==> src/hw/rtl/dtt_pkg.sv <==
// ----------------------------------------------------------------------------
// dtt_pkg - shared constants and tables for the degree trig table unit
// Angle periods, function select codes, Q14 sine and tangent quarter tables,
// and the per-byte residue tables used by the modulo-360 reduction.
// ----------------------------------------------------------------------------
package dtt_pkg;

    localparam int FULL_TURN          = 360;
    localparam int HALF_TURN          = 180;
    localparam int QUARTER_TURN       = 90;
    localparam int THREE_QUARTER_TURN = 270;

    // 2^32 mod 360 is 256, so a set sign bit adds 360 - 256 to the residue sum
    localparam int SIGN_RES = 104;

    localparam int ANGLE_W = 32;
    localparam int VALUE_W = 32;
    localparam int FUNC_W  = 2;
    localparam int RES_W   = 9;   // residue 0..359
    localparam int SUM_W   = 11;  // four residues plus sign term, up to 1540
    localparam int IDX_W   = 7;   // quarter table index 0..90

    localparam logic [FUNC_W-1:0] FUNC_SIN = 2'd0;
    localparam logic [FUNC_W-1:0] FUNC_COS = 2'd1;
    localparam logic [FUNC_W-1:0] FUNC_TAN = 2'd2;
    localparam logic [FUNC_W-1:0] FUNC_COT = 2'd3;

    typedef logic [RES_W-1:0] t_res_tab [256];

    // residue of (byte * weight) mod 360, worked out at elaboration
    function automatic t_res_tab build_res_tab(input int unsigned weight);
        t_res_tab tab;
        for (int i = 0; i < 256; i++) begin
            tab[i] = RES_W'((int'(i) * int'(weight)) % FULL_TURN);
        end
        return tab;
    endfunction

    // byte weights: 2^0, 2^8, 2^16, 2^24 modulo 360
    localparam t_res_tab RES_B0 = build_res_tab(1);
    localparam t_res_tab RES_B1 = build_res_tab(256);
    localparam t_res_tab RES_B2 = build_res_tab(16);
    localparam t_res_tab RES_B3 = build_res_tab(136);

    localparam logic [14:0] SINE_Q14 [91] = '{
        15'd0,     15'd285,   15'd571,   15'd857,   15'd1142,  15'd1427,
        15'd1712,  15'd1996,  15'd2280,  15'd2563,  15'd2845,
        15'd3126,  15'd3406,  15'd3685,  15'd3963,  15'd4240,  15'd4516,
        15'd4790,  15'd5062,  15'd5334,  15'd5603,
        15'd5871,  15'd6137,  15'd6401,  15'd6663,  15'd6924,  15'd7182,
        15'd7438,  15'd7691,  15'd7943,  15'd8191,
        15'd8438,  15'd8682,  15'd8923,  15'd9161,  15'd9397,  15'd9630,
        15'd9860,  15'd10086, 15'd10310, 15'd10531,
        15'd10748, 15'd10963, 15'd11173, 15'd11381, 15'd11585, 15'd11785,
        15'd11982, 15'd12175, 15'd12365, 15'd12550,
        15'd12732, 15'd12910, 15'd13084, 15'd13254, 15'd13420, 15'd13582,
        15'd13740, 15'd13894, 15'd14043, 15'd14188,
        15'd14329, 15'd14466, 15'd14598, 15'd14725, 15'd14848, 15'd14967,
        15'd15081, 15'd15190, 15'd15295, 15'd15395,
        15'd15491, 15'd15582, 15'd15668, 15'd15749, 15'd15825, 15'd15897,
        15'd15964, 15'd16025, 15'd16082, 15'd16135,
        15'd16182, 15'd16224, 15'd16261, 15'd16294, 15'd16321, 15'd16344,
        15'd16361, 15'd16374, 15'd16381, 15'd16384
    };

    localparam logic [30:0] TAN_Q14 [91] = '{
        31'd0,      31'd285,    31'd572,    31'd858,    31'd1145,   31'd1433,
        31'd1722,   31'd2011,   31'd2302,   31'd2594,   31'd2888,
        31'd3184,   31'd3482,   31'd3782,   31'd4084,   31'd4390,   31'd4698,
        31'd5009,   31'd5323,   31'd5641,   31'd5963,
        31'd6289,   31'd6619,   31'd6954,   31'd7294,   31'd7639,   31'd7991,
        31'd8348,   31'd8711,   31'd9081,   31'd9459,
        31'd9844,   31'd10237,  31'd10639,  31'd11051,  31'd11472,  31'd11903,
        31'd12346,  31'd12800,  31'd13267,  31'd13747,
        31'd14242,  31'd14752,  31'd15278,  31'd15821,  31'd16384,  31'd16966,
        31'd17569,  31'd18196,  31'd18847,  31'd19525,
        31'd20232,  31'd20970,  31'd21742,  31'd22550,  31'd23398,  31'd24290,
        31'd25229,  31'd26219,  31'd27267,  31'd28377,
        31'd29557,  31'd30813,  31'd32155,  31'd33592,  31'd35135,  31'd36799,
        31'd38598,  31'd40551,  31'd42681,  31'd45014,
        31'd47582,  31'd50424,  31'd53589,  31'd57137,  31'd61145,  31'd65712,
        31'd70966,  31'd77080,  31'd84288,  31'd92918,
        31'd103444, 31'd116578, 31'd133436, 31'd155883, 31'd187269, 31'd234302,
        31'd312625, 31'd469176, 31'd938638,
        31'd2147483647
    };

endpackage

==> src/hw/rtl/degree_trig_table_unit.sv <==
// ----------------------------------------------------------------------------
// degree_trig_table_unit - Q14 sine, cosine, tangent, cotangent of whole degrees
// Reduces a signed angle modulo 360 (or 180), folds it onto a quarter-wave
// table and returns the table value, negated where the quadrant calls for it.
// ----------------------------------------------------------------------------
//
//  channel  | dir | tdata                | tuser      | notes
//  ---------+-----+----------------------+------------+------------------------
//  s_axis   | in  | [31:0] angle, signed | [1:0] func | 0 sin,1 cos,2 tan,3 cot
//  m_axis   | out | [31:0] value, signed | -          | one result per request
//
//  An input register, then the reduction and table lookup, then the result
//  register. One request per cycle sustained while the output is not stalled;
//  the byte residue tables and adder in dtt_reduce set the path between them.
//  Both stages hold while o_m_axis_tvalid is high and i_m_axis_tready is low;
//  the input side still takes a request while the input stage is empty.
//  Synchronous active-low reset empties both stages; payload is not reset.
//
module degree_trig_table_unit
    import dtt_pkg::*;
(
    input  logic                 i_clk,
    input  logic                 i_rst_n,

    input  logic                 i_s_axis_tvalid,
    output logic                 o_s_axis_tready,
    input  logic [ANGLE_W-1:0]   i_s_axis_tdata,   // [31:0] angle
    input  logic [FUNC_W-1:0]    i_s_axis_tuser,   // [1:0] func

    output logic                 o_m_axis_tvalid,
    input  logic                 i_m_axis_tready,
    output logic [VALUE_W-1:0]   o_m_axis_tdata    // [31:0] value
);

    // pipeline control
    logic                 r_in_valid;
    logic                 r_out_valid;
    logic                 adv_in;
    logic                 adv_out;

    // stage payload
    logic [FUNC_W-1:0]    r_in_func;
    logic [ANGLE_W-1:0]   r_in_angle;
    logic [VALUE_W-1:0]   r_out_value;
    logic [VALUE_W-1:0]   n_out_value;

    // reduction and folding
    logic [RES_W-1:0]     r360;
    logic [RES_W:0]       cos_sum;
    logic [RES_W-1:0]     cos_ang;
    logic [RES_W-1:0]     sin_ang;
    logic [7:0]           r180;
    logic [7:0]           cot_ang;
    logic [7:0]           tan_ang;
    logic [IDX_W-1:0]     sin_idx;
    logic                 sin_neg;
    logic [IDX_W-1:0]     tan_idx;
    logic                 tan_neg;
    logic [VALUE_W-1:0]   sin_mag;
    logic [VALUE_W-1:0]   tan_mag;

    // the input stage moves on whenever it is empty or the result stage can take its item
    assign adv_out         = !r_out_valid || i_m_axis_tready;
    assign adv_in          = !r_in_valid || adv_out;
    assign o_s_axis_tready = adv_in;
    assign o_m_axis_tvalid = r_out_valid;
    assign o_m_axis_tdata  = r_out_value;

    always_ff @(posedge i_clk) begin
        if (!i_rst_n) begin
            r_in_valid  <= 1'b0;
            r_out_valid <= 1'b0;
        end else begin
            if (adv_in) begin
                r_in_valid <= i_s_axis_tvalid;
            end
            if (adv_out) begin
                r_out_valid <= r_in_valid;
            end
        end
    end

    always_ff @(posedge i_clk) begin
        if (adv_in && i_s_axis_tvalid) begin
            r_in_func  <= i_s_axis_tuser;
            r_in_angle <= i_s_axis_tdata;
        end
        if (adv_out && r_in_valid) begin
            r_out_value <= n_out_value;
        end
    end

    dtt_reduce u_reduce (
        .i_angle (r_in_angle),
        .o_res   (r360)
    );

    always_comb begin
        // cosine: residue of angle + 90 taken from the residue, so no wrap
        cos_sum = {1'b0, r360} + (RES_W + 1)'(QUARTER_TURN);
        if (cos_sum >= (RES_W + 1)'(FULL_TURN)) begin
            cos_ang = RES_W'(cos_sum - (RES_W + 1)'(FULL_TURN));
        end else begin
            cos_ang = RES_W'(cos_sum);
        end
        sin_ang = (r_in_func == FUNC_COS) ? cos_ang : r360;

        // fold the full turn onto the quarter table
        if (sin_ang <= RES_W'(QUARTER_TURN)) begin
            sin_idx = IDX_W'(sin_ang);
            sin_neg = 1'b0;
        end else if (sin_ang <= RES_W'(HALF_TURN)) begin
            sin_idx = IDX_W'(RES_W'(HALF_TURN) - sin_ang);
            sin_neg = 1'b0;
        end else if (sin_ang <= RES_W'(THREE_QUARTER_TURN)) begin
            sin_idx = IDX_W'(sin_ang - RES_W'(HALF_TURN));
            sin_neg = 1'b1;
        end else begin
            sin_idx = IDX_W'(RES_W'(FULL_TURN) - sin_ang);
            sin_neg = 1'b1;
        end

        // tangent period is half a turn
        if (r360 >= RES_W'(HALF_TURN)) begin
            r180 = 8'(r360 - RES_W'(HALF_TURN));
        end else begin
            r180 = 8'(r360);
        end

        // cotangent: (90 - angle) mod 180
        if (r180 <= 8'(QUARTER_TURN)) begin
            cot_ang = 8'(QUARTER_TURN) - r180;
        end else begin
            cot_ang = 8'(RES_W'(THREE_QUARTER_TURN) - {1'b0, r180});
        end
        tan_ang = (r_in_func == FUNC_COT) ? cot_ang : r180;

        // second quadrant mirrors with a sign flip; the pole stays positive
        if (tan_ang > 8'(QUARTER_TURN)) begin
            tan_idx = IDX_W'(8'(HALF_TURN) - tan_ang);
            tan_neg = 1'b1;
        end else begin
            tan_idx = IDX_W'(tan_ang);
            tan_neg = 1'b0;
        end

        sin_mag = VALUE_W'(SINE_Q14[sin_idx]);
        tan_mag = VALUE_W'(TAN_Q14[tan_idx]);

        case (r_in_func)
            FUNC_SIN, FUNC_COS: begin
                n_out_value = sin_neg ? (VALUE_W'(0) - sin_mag) : sin_mag;
            end
            FUNC_TAN, FUNC_COT: begin
                n_out_value = tan_neg ? (VALUE_W'(0) - tan_mag) : tan_mag;
            end
            default: begin
                n_out_value = sin_mag;
            end
        endcase
    end

endmodule

==> src/hw/rtl/dtt_reduce.sv <==
// ----------------------------------------------------------------------------
// dtt_reduce - signed 32-bit angle modulo 360
// Splits the angle into bytes, sums their residues from constant tables, adds
// the sign term and folds the small sum back into 0..359.
// ----------------------------------------------------------------------------
module dtt_reduce
    import dtt_pkg::*;
(
    input  logic [ANGLE_W-1:0] i_angle,
    output logic [RES_W-1:0]   o_res
);

    logic [SUM_W-1:0] sum;
    logic [SUM_W-1:0] sub;

    always_comb begin
        sum = SUM_W'(RES_B0[i_angle[7:0]])
            + SUM_W'(RES_B1[i_angle[15:8]])
            + SUM_W'(RES_B2[i_angle[23:16]])
            + SUM_W'(RES_B3[i_angle[31:24]])
            + (i_angle[ANGLE_W-1] ? SUM_W'(SIGN_RES) : '0);

        // sum is below 5 * 360: one parallel compare set, then one subtract
        if (sum >= SUM_W'(4 * FULL_TURN)) begin
            sub = SUM_W'(4 * FULL_TURN);
        end else if (sum >= SUM_W'(3 * FULL_TURN)) begin
            sub = SUM_W'(3 * FULL_TURN);
        end else if (sum >= SUM_W'(2 * FULL_TURN)) begin
            sub = SUM_W'(2 * FULL_TURN);
        end else if (sum >= SUM_W'(FULL_TURN)) begin
            sub = SUM_W'(FULL_TURN);
        end else begin
            sub = '0;
        end

        o_res = RES_W'(sum - sub);
    end

endmodule
==> config.mk <==
export PLATFORM = sky130hd
export DESIGN_NAME = degree_trig_table_unit
export DESIGN_NICKNAME = d
export VERILOG_FILES = /design/src/hw/rtl/dtt_pkg.sv /design/src/hw/rtl/degree_trig_table_unit.sv /design/src/hw/rtl/dtt_reduce.sv
export SDC_FILE = /design/constraint.sdc
export NUM_CORES = 1
export LEC_CHECK = 0
export BUFFER_PORTS_ARGS = -buffer_cell sky130_fd_sc_hd__buf_2
export CAP_MARGIN = 20
export CELL_PAD_IN_SITES_DETAIL_PLACEMENT = 2
export CELL_PAD_IN_SITES_GLOBAL_PLACEMENT = 2
export CORE_UTILIZATION = 38
export DETAILED_ROUTE_END_ITERATION = 7
export PLACE_DENSITY_LB_ADDON = 0.1
export SLEW_MARGIN = 10
export SYNTH_ARGS = -nofsm -noshare
export SYNTH_HDL_FRONTEND = slang
export SYNTH_SLANG_ARGS = --single-unit
==> constraint.sdc <==
create_clock -name i_clk -period 17 [get_ports i_clk]
set_input_delay 2.55 -clock i_clk [delete_from_list [all_inputs] [get_ports i_clk]]
set_output_delay 2.55 -clock i_clk [all_outputs]
set_load 0.005 [all_outputs]
==> impl_results.md <==
- Minimum clock period: 16040 ps
- Post-synth EDFFs: 66
- DRT iter0 DRCs: 1784
- Area grow syn2layout: 6.70%
- H-tree lvl count: 3
- Status: complete, no violations
- R2r endpoint: o_m_axis_tdata[22]
- Crit path to: o_m_axis_tdata[22]
- Post-DP HPWL: 63000 um
- Min-delay src: r_in_valid
- Async set or reset register ratio after synthesis: 0%
- Sequential-to-total area share from yosys stat: 11.5%
- Routed len/inst: 28.5 um
- DIE HEIGHT: 217 um
- Tightest Pin Transition: 1140 ps
- Reg2Reg Launch Point: r_in_angle[8]
- Number of global-route vias before repair: 22700
- Slowest CP cell: and2_1
- Final net count: 2596
- RSZ-0062 raised after global routing: no
- CP startpoint kind: flop
- Finished Layout Cells: 3069
- Final Hold Viols: 0
- Total wire length: 87400 um
- Routed via count: 21800
- Global Route Usage Sum: 36.3%
- Critical path class: flop to flop
- Final Max Tran Viols: 0
- Ant. Diodes: 0
- Congestion Overflow GR: 0
- Dpl cells: 3047
- Initial antenna violation count: 0
- Final Cycle Share: 94.3%
- Main synth FF type: edfxtp_1
- Drt drc: 0
- TritonCTS clock tree: yes
- Mapped cell area: 17600 um^2
- Avg Cell Area, Syn: 6.94 um^2
- Placed inst area: 18300 um^2
- Critical Path RT: 17110 ps
- Largest net degree at the start of global routing: 62
- Die area: 47200 um^2
- Core ar.: 45500 um^2
- Fraction of layout cells with a size suffix above 1: 12.2%
- R2R cell count: 44
- Final Util: 41.3%
- Die W: 217 um
- Num ports: 72
- Global-route wire length before repair: 136000 um
- Cells after synthesis: 2536
- DRT antenna net count: 0
- Final setup viols: 0
- Most frequent CP cell: inv_1
- Min-delay worst type: flop to flop
- Yosys warning count: 0
- Cts hold-fix bufs: 0
- Worst Path Arrival: 16150 ps
- Clock transition at path regs: 70 ps
- CTS Sinks: 68
- IO buf count: 71
- DR pass1 iterations: 5
- Most frequent cells in the layout: nand2_1 (253), a21oi_1 (249), o21ai_0 (246)
- Most common cell after layout, fill and taps aside: nand2_1
- Total CTS buffers: 9
- MaxCap Viol Count: 0
- Max Fclk: 62.4 MHz
- Crit path largest cell delay: 960 ps
- Flop2flop setup slack: 960 ps
- Clock Latency Late Sink: 390 ps
- Design Area, Final: 18800 um^2
- CTS max path bufs: 2
- Fin Setup TNS: 0 ps
- Synth unique cells: 132
- Initial Utilization: 38.7%
- Yosys reg bits: 68
- GPL Wtd Cong: 1.04
- Critical path fanouts, max: 27
- Vias/cell: 7.09
- Syn Nets: 2668
- CTS root buf: clkbuf_16
- Headroom to the max-slew limit: 24.3%
- Critical Path End Type: flop
- CP Launch Point: r_in_angle[8]
- # rows: 78
- Clock Skew: 11.0 ps
[metrics by stage]
| step | setup WS [ps] | hold WS [ps] |
|---|---|---|
| after floorplan | 3560 | 477 |
| after global placement | 892 | 498 |
| after detailed placement | 390 | 541 |
| after CTS | 382 | 551 |
| after global routing | 64.7 | 556 |
| final | 962 | 537 |
[metal layers]
| layer | vias to the layer above | GRT usage, % | routed length [um] |
|---|---|---|---|
| li1 | 9652 | - | - |
| met1 | 11000 | 46.4 | 37500 |
| met2 | 805 | 59.9 | 41000 |
| met3 | 265 | 4.71 | 4620 |
| met4 | 0 | 18.1 | 4230 |
| met5 | - | 0 | 0 |
[cells in the mapped netlist, types with 61 or more instances]
library cell | n | share of area, %
o21ai_0 | 249 | 7.1
nor2_1 | 232 | 4.9
nand2_1 | 253 | 5.4
edfxtp_1 | 66 | 11
nor3_1 | 64 | 1.8
inv_1 | 79 | 1.7
a21oi_1 | 250 | 7.1
nand3_1 | 83 | 2.4
o211ai_1 | 71 | 3.0
a211oi_1 | 61 | 2.6
clkbuf_1 | 149 | 3.2
ha_1 | 83 | 5.9
[logic make-up (layout without fill, tap and decap cells)]
kind of cell / after synthesis / in the layout / synth area share [%]
AO/OA/AOI/OAI: 1111 / 1111 / 43.3
AND/OR/NAND/NOR: 835 / 835 / 22.8
buffers and inverters: 315 / 248 / 7.35
adder cells (fa/ha/maj): 95 / 95 / 7.21
flip-flops: 68 / 68 / 11.5
XOR/XNOR: 58 / 58 / 3.21
multiplexers: 54 / 54 / 4.63
[repair_timing]
item | in CTS | in global routing
setup endpoints to repair | 0 | 26
gates resized for setup | 0 | 11
setup buffers | 0 | 5
[worst max-delay path: cells and delay by family, from the launching register on]
| kind | cells | cell delay (ps) |
|---|---|---|
| xor+xnor | 3 | 1390 |
| buf+inv | 5 | 560 |
| mux | 3 | 1450 |
| compound gates | 19 | 5440 |
| fa+ha+maj | 8 | 3260 |
| flops | 1 | 590 |
| simple gates | 6 | 3050 |
[worst min path at each step]
| stage | end | slack [ps] | cells past startpoint |
|---|---|---|---|
| after floorplan | o_m_axis_tvalid | 480 | 1 |
| after CTS | o_m_axis_tvalid | 550 | 1 |
| after detailed placement | o_m_axis_tvalid | 540 | 1 |
| after global routing | o_m_axis_tvalid | 560 | 1 |
| final | o_m_axis_tvalid | 540 | 1 |
| after global placement | o_m_axis_tvalid | 500 | 1 |
[area by class of cell]
cell class	instances	area [um^2]
clock inverters	7	139
flip-flops and latches	68	2020
well taps	600	751
fillers	5462	26700
inverters	84	315
repair buffers	148	961
clock buffers	9	225
multi-input cells	2153	14400
[registers in the layout (all words and copies together) (netlist names)]
name             cells
o_m_axis_tdata      32
r_in_func            2
o_m_axis_tvalid      1
r_in_angle          32
r_in_valid           1
Power is left out: the tool's default activity adds up to more than one toggle a clock period on the data nets, which glitch-free logic cannot reach.
